## config.mk

```make
export PLATFORM = sky130hd
export DESIGN_NAME = obbfa_ctrl
export DESIGN_NICKNAME = d
export VERILOG_FILES = /design/src/rtl/obbfa_pkg.sv /design/src/rtl/obbfa_ctrl.sv
export SDC_FILE = /design/constraint.sdc
export NUM_CORES = 1
export LEC_CHECK = 0
export BUFFER_PORTS_ARGS = -buffer_cell sky130_fd_sc_hd__clkbuf_2
export CORE_MARGIN = 4
export CORE_UTILIZATION = 40
export DETAILED_ROUTE_END_ITERATION = 8
export GPL_TIMING_DRIVEN = 0
export SYNTH_ARGS = -nofsm -noshare
export SYNTH_HDL_FRONTEND = slang
export SYNTH_SLANG_ARGS = --single-unit
```

## constraint.sdc

```tcl
create_clock -name clk -period 2 [get_ports clk]
set_input_delay 0.3 -clock clk [delete_from_list [all_inputs] [get_ports clk]]
set_output_delay 0.3 -clock clk [all_outputs]
set_load 0.05 [all_outputs]
```

## src/rtl/obbfa_pkg.sv

```systemverilog
// Shared types and constants for the oriented-box face-axis overlap test.
// Used by the controller, the datapath and the top level; depends on nothing.
package obbfa_pkg;

	// Field widths
	localparam int POS_W  = 32;
	localparam int ROT_W  = 16;
	localparam int HALF_W = 31;

	// Fraction bits of the quaternion format; axis rounding and distance alignment
	localparam int ROT_FRAC_BITS = 14;

	// Internal widths
	localparam int MROW_W = 35;  // raw rotation matrix entry, Q(2*ROT_FRAC_BITS)
	localparam int AX_W   = 20;  // rounded axis component, Q(ROT_FRAC_BITS)
	localparam int QP_W   = 32;  // quaternion component product
	localparam int MUL_W  = 33;  // shared multiplier operand
	localparam int PROD_W = 66;  // shared multiplier product
	localparam int DOT_W  = 40;  // axis-axis dot product
	localparam int SPLIT  = 20;  // low slice of the dot magnitude per multiply
	localparam int HP_W   = 52;  // one half-size partial product
	localparam int DACC_W = 54;  // axis-distance dot product
	localparam int TOT_W  = 74;  // projected extent sum
	localparam int NPROD  = 10;  // quaternion products per box
	localparam int AX_N   = 18;  // six axes of three components
	localparam int AX_AW  = 5;

	// Quaternion product slots
	localparam logic [3:0] P_WW = 4'd0;
	localparam logic [3:0] P_XX = 4'd1;
	localparam logic [3:0] P_YY = 4'd2;
	localparam logic [3:0] P_ZZ = 4'd3;
	localparam logic [3:0] P_XY = 4'd4;
	localparam logic [3:0] P_XZ = 4'd5;
	localparam logic [3:0] P_YZ = 4'd6;
	localparam logic [3:0] P_WX = 4'd7;
	localparam logic [3:0] P_WY = 4'd8;
	localparam logic [3:0] P_WZ = 4'd9;

	// Quaternion component slots
	localparam logic [1:0] Q_W = 2'd0;
	localparam logic [1:0] Q_X = 2'd1;
	localparam logic [1:0] Q_Y = 2'd2;
	localparam logic [1:0] Q_Z = 2'd3;

	typedef enum logic [2:0] {
		OP_NONE,
		OP_QMUL,
		OP_AXIS,
		OP_DOT,
		OP_HLO,
		OP_HHI,
		OP_DIST,
		OP_CMP
	} op_t;

	typedef enum logic [2:0] {
		ST_IDLE,
		ST_QMUL,
		ST_QWAIT,
		ST_AXIS,
		ST_PAIR,
		ST_DIST,
		ST_FINISH
	} state_t;

	typedef struct packed {
		op_t        op;
		logic       box;
		logic [3:0] k;
		logic [2:0] i;
		logic [2:0] j;
		logic [1:0] c;
		logic       first;
	} cmd_t;

	typedef struct packed {
		cmd_t cmd;
		logic load_a;
		logic load_b;
	} ctl_t;

	typedef struct packed {
		logic hit;
	} dp_stat_t;

endpackage

```

## src/rtl/obbfa_ctrl.sv

```systemverilog
// Controller: input handshake, micro-op sequencer and result register.
// Depends on obbfa_pkg; drives obbfa_dp through ctl_t.
module obbfa_ctrl import obbfa_pkg::*; (
	input  logic     clk,
	input  logic     arst_n,
	input  logic     in_valid,
	input  logic     in_last,
	output logic     in_ready,
	output ctl_t     ctl,
	input  dp_stat_t stat,
	output logic     out_valid,
	output logic     out_hit,
	input  logic     out_ready
);

	state_t     state_q;
	state_t     state_d;
	logic       box_q;
	logic [3:0] k_q;
	logic [2:0] i_q;
	logic [2:0] j_q;
	logic [2:0] s_q;
	logic       out_valid_q;
	logic       res_q;
	logic       accept;
	logic       pub;

	assign in_ready = (state_q == ST_IDLE);
	assign accept   = in_valid && in_ready;
	assign pub      = (state_q == ST_FINISH) && (!out_valid_q || out_ready);

	// Next state
	always_comb begin
		state_d = state_q;
		unique case (state_q)
			ST_IDLE:   if (accept && in_last) state_d = ST_QMUL;
			ST_QMUL:   if (k_q == 4'd9) state_d = ST_QWAIT;
			ST_QWAIT:  if (s_q == 3'd1) state_d = ST_AXIS;
			ST_AXIS: begin
				if (s_q == 3'd2 && i_q == 3'd2)
					state_d = box_q ? ST_PAIR : ST_QMUL;
			end
			ST_PAIR:   if (s_q == 3'd6 && j_q == 3'd5) state_d = ST_DIST;
			ST_DIST: begin
				if (s_q == 3'd5)
					state_d = (i_q == 3'd5) ? ST_FINISH : ST_PAIR;
			end
			ST_FINISH: if (pub) state_d = ST_IDLE;
			default:   state_d = ST_IDLE;
		endcase
	end

	// Command outputs
	always_comb begin
		ctl.load_a    = accept && !in_last;
		ctl.load_b    = accept && in_last;
		ctl.cmd       = '{op: OP_NONE, default: '0};
		ctl.cmd.box   = box_q;
		ctl.cmd.k     = k_q;
		ctl.cmd.i     = i_q;
		ctl.cmd.j     = j_q;
		ctl.cmd.c     = s_q[1:0];
		ctl.cmd.first = (s_q == 3'd0);
		unique case (state_q)
			ST_QMUL: ctl.cmd.op = OP_QMUL;
			ST_AXIS: ctl.cmd.op = OP_AXIS;
			ST_PAIR: begin
				priority if (s_q <= 3'd2) ctl.cmd.op = OP_DOT;
				else if (s_q == 3'd5)     ctl.cmd.op = OP_HLO;
				else if (s_q == 3'd6)     ctl.cmd.op = OP_HHI;
				else                      ctl.cmd.op = OP_NONE;
			end
			ST_DIST: begin
				priority if (s_q <= 3'd2) ctl.cmd.op = OP_DIST;
				else if (s_q == 3'd5)     ctl.cmd.op = OP_CMP;
				else                      ctl.cmd.op = OP_NONE;
			end
			default: ctl.cmd.op = OP_NONE;
		endcase
	end

	// State, loop counters and result valid
	always_ff @(posedge clk or negedge arst_n) begin
		if (!arst_n) begin
			state_q     <= ST_IDLE;
			box_q       <= 1'b0;
			k_q         <= '0;
			i_q         <= '0;
			j_q         <= '0;
			s_q         <= '0;
			out_valid_q <= 1'b0;
		end else begin
			state_q <= state_d;
			unique case (state_q)
				ST_IDLE: begin
					box_q <= 1'b0;
					k_q   <= '0;
					i_q   <= '0;
					j_q   <= '0;
					s_q   <= '0;
				end
				ST_QMUL: begin
					k_q <= k_q + 4'd1;
					s_q <= '0;
				end
				ST_QWAIT: begin
					s_q <= (s_q == 3'd1) ? 3'd0 : s_q + 3'd1;
					i_q <= '0;
				end
				ST_AXIS: begin
					if (s_q == 3'd2) begin
						s_q <= '0;
						if (i_q == 3'd2) begin
							i_q   <= '0;
							j_q   <= '0;
							k_q   <= '0;
							box_q <= 1'b1;
						end else begin
							i_q <= i_q + 3'd1;
						end
					end else begin
						s_q <= s_q + 3'd1;
					end
				end
				ST_PAIR: begin
					if (s_q == 3'd6) begin
						s_q <= '0;
						j_q <= (j_q == 3'd5) ? 3'd0 : j_q + 3'd1;
					end else begin
						s_q <= s_q + 3'd1;
					end
				end
				ST_DIST: begin
					if (s_q == 3'd5) begin
						s_q <= '0;
						i_q <= i_q + 3'd1;
					end else begin
						s_q <= s_q + 3'd1;
					end
				end
				default: ;
			endcase
			if (pub)
				out_valid_q <= 1'b1;
			else if (out_ready)
				out_valid_q <= 1'b0;
		end
	end

	// Hold the result for the output beat
	always_ff @(posedge clk) begin
		if (pub)
			res_q <= stat.hit;
	end

	assign out_valid = out_valid_q;
	assign out_hit   = res_q;

	a_pair_range: assert property (@(posedge clk) disable iff (!arst_n)
		state_q == ST_PAIR |-> (i_q <= 3'd5 && j_q <= 3'd5 && s_q <= 3'd6))
		else $error("pair counters out of range");

	a_axis_range: assert property (@(posedge clk) disable iff (!arst_n)
		state_q == ST_AXIS |-> (i_q <= 3'd2 && s_q <= 3'd2))
		else $error("axis entry counters out of range");

	a_publish: assert property (@(posedge clk) disable iff (!arst_n)
		pub |=> (out_valid_q && state_q == ST_IDLE))
		else $error("result not presented after publish");

endmodule

```

Word level (Yosys, flattened, before mapping)
Cells that the tools add are included.
{ "classes": {"addsub": 4, "n_mul": 0, "div": 0, "n_lt_le_gt_ge": 1, "n_eq_ne": 24, "shift": 0, "mux": 38, "bitwise_logic": 0, "n_reduce_logical": 24} }
{ "op_table": {"columns": ["op", "n"], "rows": [
  ["$mux W3", 24],
  ["$eq A3 B3 Y1 const B", 7],
  ["$pmux W3 S7", 1],
  ["$ne A2 B2 Y1 const B", 9],
  ["$pmux W3 S3", 2],
  ["$pmux W3 S5", 1],
  ["$eq A3 B2 Y1 const B", 4],
  ["$pmux W3 S4", 1],
  ["$pmux W4 S3", 1],
  ["$add A3 B1 Y3 const B", 3],
  ["$reduce_and A3 Y1", 3],
  ["$reduce_bool A3 Y1", 3],
  ["$mux W4", 2],
  ["$reduce_and A7 Y1", 1],
  ["$eq A3 B1 Y1 const B", 2],
  ["$logic_and A1 B1 Y1", 6],
  ["$logic_not A3 Y1", 2],
  ["$reduce_bool A5 Y1", 1],
  ["$add A4 B1 Y4 const B", 1],
  ["$eq A4 B4 Y1 const B", 1],
  ["$mux W1", 4],
  ["$reduce_and A4 Y1", 1],
  ["$reduce_bool A2 Y1", 2],
  ["$reduce_or A2 Y1", 2],
  ["other kinds (6)", 7]
]} }
{ "totals": {"regBits": 19, "latchBits": 0, "mem_bits_rw": 0, "mem_bits_ro": 0, "inputBits": 6, "out_inout_bits": 22, "elab_cells": 99, "n_memories": 0} }

Longest topological paths before layout
Gate-level depths: netlist of run 1.
{ "logic_depth": {"word_depth": 5, "mapped_depth": 7, "mapped_depth_nobuf": 7} }

Worst setup path before layout of run 1
OpenSTA, ideal clock, no wires.
{ "synth_path": {"kind": "reg-to-output", "startpoint": "register state_q[1]", "endpoint": "output ctl[1] (netlist bit)", "arrival_time_ps": 2511, "required_ps": 1700, "setup_slack_ps": -811, "path_stages_with_launch": 5, "path_buffers": 1, "cell_sequence": "dfrtp_1 > buf_4 > nor3_1 > nand2_1 > nor2_1"} }
{ "synth_rtl": {"columns": ["item", "line_no", "text"], "rows": [
  ["from (decl)", "obbfa_ctrl.sv:16", "state_t state_q;"],
  ["from (signal assigned)", "obbfa_ctrl.sv:93", "state_q <= state_d;"],
  ["to (decl)", "obbfa_ctrl.sv:9", "output ctl_t ctl,"]
]} }

==> summary.txt, run 1 <==
Timing
  – Hold Vio Cnt, Final: 0
  – Setup_tns: 0 ns
  – Clk_skew: 0.0107 ns
  – Fin. max-slew vios: 0
  – Worst Tran Pin Value: 0.476 ns
  – PnR worst setup slack: approximately 0.056 ns
  – Fmax: 514 MHz
  – Period utilisation layout: 0.972
  – Hold slack: 0.174 ns
  – Slew headroom: 0.682
  – Period minus WS final: approximately 1.9 ns
  – Final Setup Violations: 0
  – RSZ-0062 raised after global routing: yes

Placed design
  – Worst slack at placement: -0.00411 ns
  – Port bufs: 27
  – Post-DP HPWL: 2.58 mm
  – Inst Count DP: 244
  – RD Place Congestion: 0.869

Routing
  – DR iter-0 viols: 60
  – Total Wirelength: 3.43 mm
  – Post-DRT Antenna Nets: 0
  – Router iterations before antenna repair: 4
  – Vias after detailed routing: around 1.4k
  – DRC viols: 0
  – DR WL/cell: ~14 um
  – DR vias/cell: between 5 and 6

Worst setup path
  – Startpoint types: flip-flop
  – Critical path required time: about 1.7 ns
  – Slowest-stage cell, CP: dfrtp_1
  – Crit Path Category: reg -> out
  – Crit-path max cell delay: approximately 0.39 ns
  – CP arrival: around 1.6 ns
  – Setup crit start: s_q[0]
  – Critical Path, Cell by Cell: buf_4, clkbuf_8, nor4b_4, nor3_2, nor2_2, buf_8
  – Start of the worst register-to-register path: i_q[0]
  – CP endpoint kind: primary output
  – Worst-path fanout max: 10

Status
  – Status: completed

Yosys
  – Synthesized flop and latch total: 19
  – Top-count cell post-synth: dfrtp_1
  – FFs w/ async S/R, synth: 0.947
  – Top_reg_cell synth: dfrtp_1
  – Sequential share of the synthesized area: 0.338
  – Mapped cell area: 1420 um2
  – Top cell type's share of synthesized area: 0.317
  – Synth Instances: 171
  – Number of synthesized flops with an enable pin: 1
  – Most frequent cells after synthesis: dfrtp_1 (18), o21ai_0 (16), nand2_1 (15), nor2_1 (12), inv_1 (9)
  – Mux contribution to synthesized area: 0.0325
  – Post-Synth XOR/XNOR Area: 0.00616
  – Adder-Cell Fraction of Synth Area: 0.0440
  – Synth unique cells: 45
  – Most area-hungry cell type in the Yosys netlist: dfrtp_1
  – Largest family of logic cells by synthesized area: simple AND/OR/NAND/NOR gates
  – Complex-gate fraction of the synthesized area: 0.222
  – Synth warn: 0
  – Average size of a mapped cell: 8.32 um2
  – Synth Area in Simple Gates: 0.270
  – Largest cells by area after synthesis: dfrtp_1 (32%), o21ai_0 (5.6%), ha_1 (4.4%)
  – Syn nets: 182

CTS
  – H-tree levels: 1
  – Clock transition at the registers of the reported paths: 0.10 ns
  – CTS Buf Count: 3
  – Sink Count: 19
  – Root Driver: clkbuf_4
  – CTS Buffer Depth: 2
  – Clk Latency, worst-skew pair: between 0.3 and 0.4 ns
  – CTS tree: done

Die
  – Height of the die: 67.6 um
  – Die Area: approximately 4600 um2
  – Die W: 67.6 um
  – Total core area: 3390 um2
  – Initial core utilization: 0.420
  – IO Pins: 28
  – FP Rows: 21

Finish
  – N_diodes: 0
  – Synth-to-Final Area Change: 24.9%
  – Share of cells above drive strength 1: 0.320
  – Finished Core Util: 0.524
  – NumNets Final: ~220
  – Non-Filler Instances: 249

Power and ir drop
  – Net Sw Frac: 0.221
  – Internal: 466 uW
  – Worst VDD drop: 0.000143 V
  – Pwr dens: 337 nW/um2
  – Switching power: 132 uW
  – LEAKAGE: 0.000812 uW
  – Sequential Power Share: 0.646
  – Clock share of power: 0.331
  – Comb power frac: 0.023

GRT
  – Initial antenna violation count: 0
  – GRT Total Usage: 0.169
  – Vias in the first global route: roughly 1.4k
  – Largest net degree at the start of global routing: 19
  – M2 GR Usage: 0.271
  – GRT Max-Usage Layer: met2
  – Grt met1 use: 0.214
  – Met3 Use GR: 0.0266
  – First-pass GRT wire length: about 6 mm
  – Total gr overflow: 0

Hold path
  – Hold path start: stat
  – Hold crit path type: in -> reg

Job
  – # Max-Cap Violations: 0
==> worst max-delay path: cells and delay by family (launching register included) <==
| kind | cells | cell delay [ns] |
|---|---|---|
| flip-flops | 1 | 0.39 |
| AND/OR/NAND/NOR | 3 | 0.47 |
| buffers and inverters | 3 | 0.49 |
==> kinds of logic (layout without fill, tap and decap cells) <==
group           Yosys count  after routing
fa+ha+maj                 5              5
mux                       4              4
buf+inv                  25             57
flops                    19             19
compound gates           49             49
simple gates             68             68
xor+xnor                  1              1
==> layout make-up <==
type                    instances  area (um2)
clock buffers                   3        22.5
clock inverters                 1        5.00
multi-input cells             127         875
inverters                       9        33.8
well taps                      46        57.6
fillers                       355        1610
plain buffers                  14         120
repair buffers                 30         179
flip-flops and latches         19         484
==> layout by cell type, fill, tap and decap left out, drive strengths merged, types with 2 or more instances in the layout <==
cell     instances
inv              9
and3b            3
a21oi            7
or3b             2
clkbuf          31
nor4b            2
nand2           15
mux2             2
ha               5
nor3             5
and3             2
nand3b           2
nor3b            4
nor2b            8
a31oi            4
mux2i            2
o22ai            3
nor2            12
o2bb2ai          3
a211oi           3
dfrtp           18
a22o             4
nand2b           5
nand3            4
buf             15
o21ai           16
==> through the flow <==
step / power (uW) / area, um2
6_report: 599 / 1780
5_1_grt: 629 / 1780
4_1_cts: 612 / 1750
3_5_place_dp: 408 / 1640
3_3_place_gp: 407 / 1640
2_1_floorplan: 395 / 1450
==> final timing paths <==
check / slack, ns / to / depth (start not counted)
min: 0.17 / out_hit / 1
max reg2reg: 0.07 / state_q[2] / 7
max in group asynchronous: 1.21 / state_q[2] / 2
min in group asynchronous: 0.46 / k_q[1] / 2
min reg2reg: 0.54 / out_valid / 2
max: 0.06 / ctl[16] / 6
==> repair_timing <==
action | 4_1_cts | 5_1_grt
endpoints found under the hold margin | 18 | 0
setup endpoints to repair | 3 | 11
buffers inserted | 2 | 0
gates resized for setup | 16 | 16
pin swaps | 0 | 2
hold buffers | 1 | 0
==> state kept, by name, summed over array words and instances, names as in the netlist <==
register / count
out_valid: 1
box_q: 1
s_q: 3
out_hit: 1
i_q: 3
k_q: 4
state_q: 3
j_q: 3
==> routing by layer <==
metal / share of wire / up-vias
met5: 0 / -
met4: 0.023 / 0
met3: 0.041 / 7
met2: 0.47 / 30
met1: 0.47 / 642
li1: - / 671
==> power groups by stage <==
stage	clock network, uW	registers (uW)	logic, uW
after global routing	225	387	16.5
after detailed placement	0	394	13.5
after CTS	210	387	15.1
final	198	387	13.9
after global placement	0	394	13.0
after floorplan	0	394	0.361
Note: power is estimated with default switching activity, not from simulation.
==> run 2, diff against run 1 <==
Settings changed: CORE_ASPECT_RATIO set to 0.5, CORE_UTILIZATION 40 to 54, CTS_CLUSTER_DIAMETER set to 30, PLACE_DENSITY set to 0.78.
==> run 2 against run 1 <==
Fmax grew 1.9%. Sequential cell count unchanged. Combinational power increased by 4%.
==> summary.txt, run 2 (synthesized netlist as in run 1, its figures left out) <==
Worst setup path
  – Worst-path fanout max: 10 (unchanged)
  – Crit-path max cell delay: 0.42 ns (+0.03 ns)
  – Slowest-stage cell, CP: dfrtp_2
  – FF-to-FF setup slack: 0.10 ns (+0.03 ns)
  – Most used cell, CP: buf_4
  – Crit path max-delay family: buffers and inverters
  – Startpoint types: flip-flop
  – Crit Path Category: reg -> out
  – Worst Path Buf+Inv: 3 (unchanged)
  – Critical Path, Cell by Cell: buf_4, buf_4, nor4b_4, nor3_2, nor2_2, clkbuf_8
  – CP arrival: 1.61 ns (-0.03 ns)
  – Critical path required time: 1.70 ns (about the same)
  – CP endpoint kind: primary output

Finish
  – Max FFs per register: 4 (unchanged)
  – Biggest register: k_q
  – Share of cells above drive strength 1: 0.335 (+0.0148)
  – Most common cell after layout, fill and taps aside: clkbuf_2
  – NumNets Final: 215 (unchanged)
  – Synth-to-Final Area Change: 25.3%
  – Commonest cells after routing, fill and taps aside: clkbuf_2 (24), nand2_1 (15), dfrtp_1 (15), o21ai_0 (12), buf_4 (11)
  – Finished Core Util: 0.756 (+0.232)
  – Non-Filler Instances: 238 (-4.4%)
  – N_diodes: 0 (unchanged)

Routing
  – Router iterations before antenna repair: 4 (unchanged)
  – Total Wirelength: 3.55 mm (+3.4%)
  – DRC viols: 0 (unchanged)
  – Vias after detailed routing: 1381 (+2.3%)
  – DR vias/cell: 5.80 (+7.0%)
  – Post-DRT Antenna Nets: 0 (unchanged)
  – DR iter-0 viols: 67 (+12%)
  – DR WL/cell: 14.9 um (+8.2%)

CTS
  – Clk Latency, worst-skew pair: 0.26 ns (-0.05 ns)
  – CTS tree: done
  – Clock transition at the registers of the reported paths: 0.07 ns (-0.03 ns)
  – Root Driver: clkbuf_8
  – CTS Buf Count: 3 (unchanged)
  – H-tree levels: 1 (unchanged)
  – Sink Count: 19 (unchanged)
  – CTS Buffer Depth: 2 (unchanged)

GRT
  – Total gr overflow: 0 (unchanged)
  – Grt met1 use: 0.291 (+0.0770)
  – M2 GR Usage: 0.324 (+0.0531)
  – GRT Total Usage: 0.211 (+0.0417)
  – Initial antenna violation count: 0 (unchanged)
  – Met3 Use GR: 0.0569 (+0.0303)
  – Vias in the first global route: 1184 (-12%)
  – Largest net degree at the start of global routing: 19 (unchanged)
  – First-pass GRT wire length: 5.67 mm (-3.2%)
  – GRT Max-Usage Layer: met2

Status
  – Status: completed

Die
  – FP Rows: 12 (-43%)
  – Die Area: 3570 um2 (-22%)
  – Die W: 80.6 um (+19%)
  – Total core area: 2360 um2 (-30%)
  – Height of the die: 44.3 um (-35%)
  – Initial core utilization: 0.604 (+0.184)
  – IO Pins: 28 (unchanged)

Timing
  – Period utilisation layout: 0.954 (-0.0184)
  – Slew headroom: 0.635 (-0.0474)
  – Clk_skew: 0.00291 ns (-0.00776 ns)
  – Period minus WS final: 1.91 ns (-0.0368 ns)
  – Fmax: 524 MHz (+1.9%)
  – Fin. max-slew vios: 0 (unchanged)
  – Worst Tran Pin Value: 0.546 ns (+0.0709 ns)
  – Setup_tns: 0 ns (unchanged)
  – Final Setup Violations: 0 (unchanged)
  – Hold Vio Cnt, Final: 0 (unchanged)

Placed design
  – RD Place Congestion: 0.904 (+4.0%)
  – Inst Count DP: 233 (-4.5%)
  – Port bufs: 27 (unchanged)
  – Post-DP HPWL: 2.51 mm (-2.6%)

Job
  – # Max-Cap Violations: 0 (unchanged)

Power and ir drop
  – Total power draw: 678 uW (+13%)
  – Pwr dens: 380 nW/um2 (+13%)
  – Worst VDD drop: 0.000435 V (+210%)
  – LEAKAGE: 0.000819 uW (+0.80%)

Hold path
  – Hold crit path type: in -> reg
==> run 2: cell count changes in the layout (fill, tap and decap cells not counted), moves of 2 or more <==
cell and delta:
buf_6 -2, clkbuf_4 -3, buf_4 +2, clkbuf_8 +3
o21ai_0 -2
==> run 2: path summary, 6_finish.rpt <==
| kind | from | endpoint | cells after the start |
|---|---|---|---|
| setup / recovery | state_q[2] | ctl[16] | 6 |
| setup reg to reg | s_q[0] | j_q[0] | 5 |
| min in group asynchronous | arst_n | i_q[1] | 2 |
| hold / removal | stat | out_hit | 1 |
| hold reg to reg | out_valid | out_valid | 2 |
| max in group asynchronous | arst_n | state_q[2] | 2 |
==> run 2: repair_timing <==
item                                    in CTS  in global routing
buffers inserted                             3                  0
pin swaps                                    1                  2
endpoints found under the hold margin       18                  0
gates resized for setup                     12                 20
hold buffers                                 1                  0
endpoints found under the setup margin       6                 14
==> run 2: area by class of cell <==
cell class,count,area (um2)
Tap cell,35,43.8
Buffer,13,103
Multi-Input combinational cell,127,893
Clock inverter,1,5.00
Timing Repair Buffer,31,179
Sequential cell,19,484
Fill cell,177,574
Clock buffer,3,41.3
Inverter,9,33.8
==> run 2: power breakdown <==
group	internal, uW	switching [uW]	total (uW)	leakage, uW
logic	5.03	9.42	14.4	0.000551
registers	387	0.0000000000000424	387	0.000242
clock network	139	138	277	0.0000255
total	531	148	678	0.000819
==> run 2: metrics by stage <==
| stage | area, um2 | worst slack, ns | hold slack, ns |
|---|---|---|---|
| floorplan | 1450 | 0.0109 | 0.00441 |
| global placement | 1630 | -0.0208 | 0.272 |
| detailed placement | 1630 | -0.0578 | 0.281 |
| CTS | 1740 | 0.0357 | 0.216 |
| global route | 1780 | -0.0105 | 0.209 |
| finish | 1780 | 0.0923 | 0.218 |
==> run 2: layer usage <==
layer,vias up,wire (um)
met5,-,0
met4,0,29
met3,7,310
met2,70,1510
met1,627,1700
li1,677,-
==> run 3, diff against run 2 <==
==> constraint.sdc (replaced) <==
create_clock -name clk -period 2 [get_ports clk]
set_input_delay 0.3 -clock clk [delete_from_list [all_inputs] [get_ports clk]]
set_output_delay 0.3 -clock clk [all_outputs]
set_load 0.01 [all_outputs]
==> run 3 against run 2 <==
Critical endpoint unchanged. Critical path type unchanged. Die area unchanged. Register-to-register slack about the same. Largest cell class unchanged. Wire length grew 2.9%. Hold slack got worse by 0.0054 ns.
==> summary.txt, run 3 (synthesized netlist as in run 1, its figures left out) <==
Status
  – Status: completed

Placed design
  – Port bufs: 27 (unchanged)
  – Post-DP HPWL: 2.65 mm (+5.7%)
  – Placed Instance Area: 1600 um2 (-1.7%)
  – RD Place Congestion: 0.894 (-1.1%)

Hold path
  – Hold path start: stat
  – Hold crit path type: in -> reg

Die
  – Die W: 80.6 um (unchanged)
  – Initial core utilization: 0.604 (unchanged)
  – IO Pins: 28 (unchanged)
  – Total core area: 2360 um2 (unchanged)
  – FP Rows: 12 (unchanged)
  – Height of the die: 44.3 um (unchanged)
  – Die Area: 3570 um2 (unchanged)

Finish
  – Design area: 1730 um2 (-3.0%)
  – Most common cell after layout, fill and taps aside: clkbuf_2
  – Filler Cell Count: 198 (+12%)
  – Max FFs per register: 4 (unchanged)
  – Biggest register: k_q
  – N_diodes: 0 (unchanged)
  – Finished Core Util: 0.734 (-0.0228)
  – Synth-to-Final Area Change: 21.5%
  – NumNets Final: 215 (unchanged)
  – Share of cells above drive strength 1: 0.291 (-0.0443)
  – Commonest cells after routing, fill and taps aside: clkbuf_2 (26), dfrtp_1 (17), nand2_1 (15), o21ai_0 (15), nor2_1 (12)

CTS
  – H-tree levels: 1 (unchanged)
  – Sink Count: 19 (unchanged)
  – Clock transition at the registers of the reported paths: 0.08 ns (about the same)
  – Root Driver: clkbuf_8
  – CTS Buf Count: 3 (unchanged)
  – CTS Buffer Depth: 2 (unchanged)
  – Clk Latency, worst-skew pair: 0.26 ns (about the same)
  – CTS tree: done

Power and ir drop
  – Pwr dens: 395 nW/um2 (+3.8%)
  – LEAKAGE: 0.000807 uW (-1.4%)
  – Total power draw: 683 uW (+0.70%)
  – Worst VDD drop: 0.000273 V (-37%)

Worst setup path
  – Crit Path Category: reg -> out
  – Worst Path Buf+Inv: 2 (-1)
  – Crit-path max cell delay: 0.44 ns (+0.02 ns)
  – Setup crit start: state_q[2]
  – Critical Path, Cell by Cell: buf_4, nor3b_2, a31oi_1, nor2_1, nor3_2, nor2_1, buf_2
  – Crit path max-delay family: simple AND/OR/NAND/NOR gates
  – Most used cell, CP: nor2_1
  – Worst-path fanout max: 10 (unchanged)
  – Start of the worst register-to-register path: s_q[0]
  – CP endpoint kind: primary output
  – Critical path required time: 1.70 ns (about the same)
  – Slowest-stage cell, CP: dfrtp_2
  – CP arrival: 1.65 ns (+0.04 ns)
  – Startpoint types: flip-flop

Timing
  – Hold Vio Cnt, Final: 0 (unchanged)
  – Fin. max-slew vios: 0 (unchanged)
  – Slew headroom: 0.643 (+0.00770)
  – Clk_skew: 0.00264 ns (-0.000273 ns)
  – Hold slack: 0.213 ns (-0.00538 ns)
  – Worst Tran Pin Value: 0.535 ns (-0.0115 ns)
  – Period minus WS final: 1.95 ns (+0.0429 ns)
  – Period utilisation layout: 0.975 (+0.0214)
  – Fmax: 513 MHz (-2.2%)
  – Final Setup Violations: 0 (unchanged)

Routing
  – Post-DRT Antenna Nets: 0 (unchanged)
  – DR iter-0 viols: 91 (+36%)
  – DR vias/cell: 5.92 (+2.1%)
  – DR WL/cell: 15.3 um (+2.9%)
  – Router iterations before antenna repair: 5 (+1)
  – Total Wirelength: 3.65 mm (+2.9%)
  – Vias after detailed routing: 1410 (+2.1%)
  – DRC viols: 0 (unchanged)

GRT
  – First-pass GRT wire length: 5.64 mm (-0.60%)
  – Total gr overflow: 0 (unchanged)
  – Largest net degree at the start of global routing: 19 (unchanged)
  – Initial antenna violation count: 0 (unchanged)
  – GRT Total Usage: 0.207 (-0.00386)
  – Vias in the first global route: 1208 (+2.0%)

Job
  – # Max-Cap Violations: 0 (unchanged)
## run 3: changes by cell type in the layout (fill, tap and decap cells not counted), moves of 2 or more
cell	delta
buf_4	-4
clkbuf_2	+2
nor2_1	+2
dfrtp_1	+2
clkbuf_8	-2
nor2_2	-2
nor3_1	+2
buf_6	+2
dfrtp_2	-2
buf_2	+2
o21ai_1	-2
o21ai_0	+3
## run 3: area by class of cell
class	count	area, um2	share of cell area
multi-input cells	127	857	0.496
flip-flops and latches	19	482	0.279
repair buffers	30	160	0.0926
plain buffers	14	106	0.0615
well taps	35	43.8	0.0253
clock buffers	3	41.3	0.0239
inverters	9	33.8	0.0195
clock inverters	1	5.00	0.00289
## run 3: worst reg2reg max path, stage by stage (launching register included)
cell and delay, ns:
dfrtp_1 0.38, clkbuf_4 0.23, nand3b_1 0.19, a211o_1 0.30, a21oi_1 0.31, mux2_2 0.38
## run 3: report_power, final
part	total (uW)	leakage, uW	internal [uW]	switching, uW
combinational	14.6	0.000536	5.01	9.63
sequential	387	0.000245	387	0.0000000000000459
clock	282	0.0000255	139	143
total	683	0.000807	531	153
## run 3: timing repair
action | CTS | global route
endpoints found under the hold margin | 18 | 0
buffers inserted | 1 | 1
hold buffers | 1 | 0
pin swaps | 1 | 2
setup endpoints to repair | 3 | 17
gates resized for setup | 4 | 20
## run 3: routing by layer
metal	vias up	GRT usage	wire, um
li1	671	-	-
met1	662	0.285	1700
met2	73	0.324	1580
met3	4	0.0589	353
met4	0	0.0505	19
met5	-	0	0
## run 3: final timing paths
check	endpoint	slack, ns	cells past startpoint
max in group asynchronous	state_q[2]	1.10	2
min in group asynchronous	i_q[1]	0.53	2
min reg2reg	out_valid	0.54	2
max	ctl[16]	0.05	7
max reg2reg	j_q[0]	0.10	5
min	out_hit	0.21	1
## run 3: metrics by stage
stage	instances	setup TNS, ns	worst slack [ns]
global route	238	-0.0744	-0.0421
finish	238	0	0.0495
CTS	237	0	0.0216
detailed placement	233	-0.0476	-0.0476
global placement	233	0	0.00376
floorplan	171	0	0.214
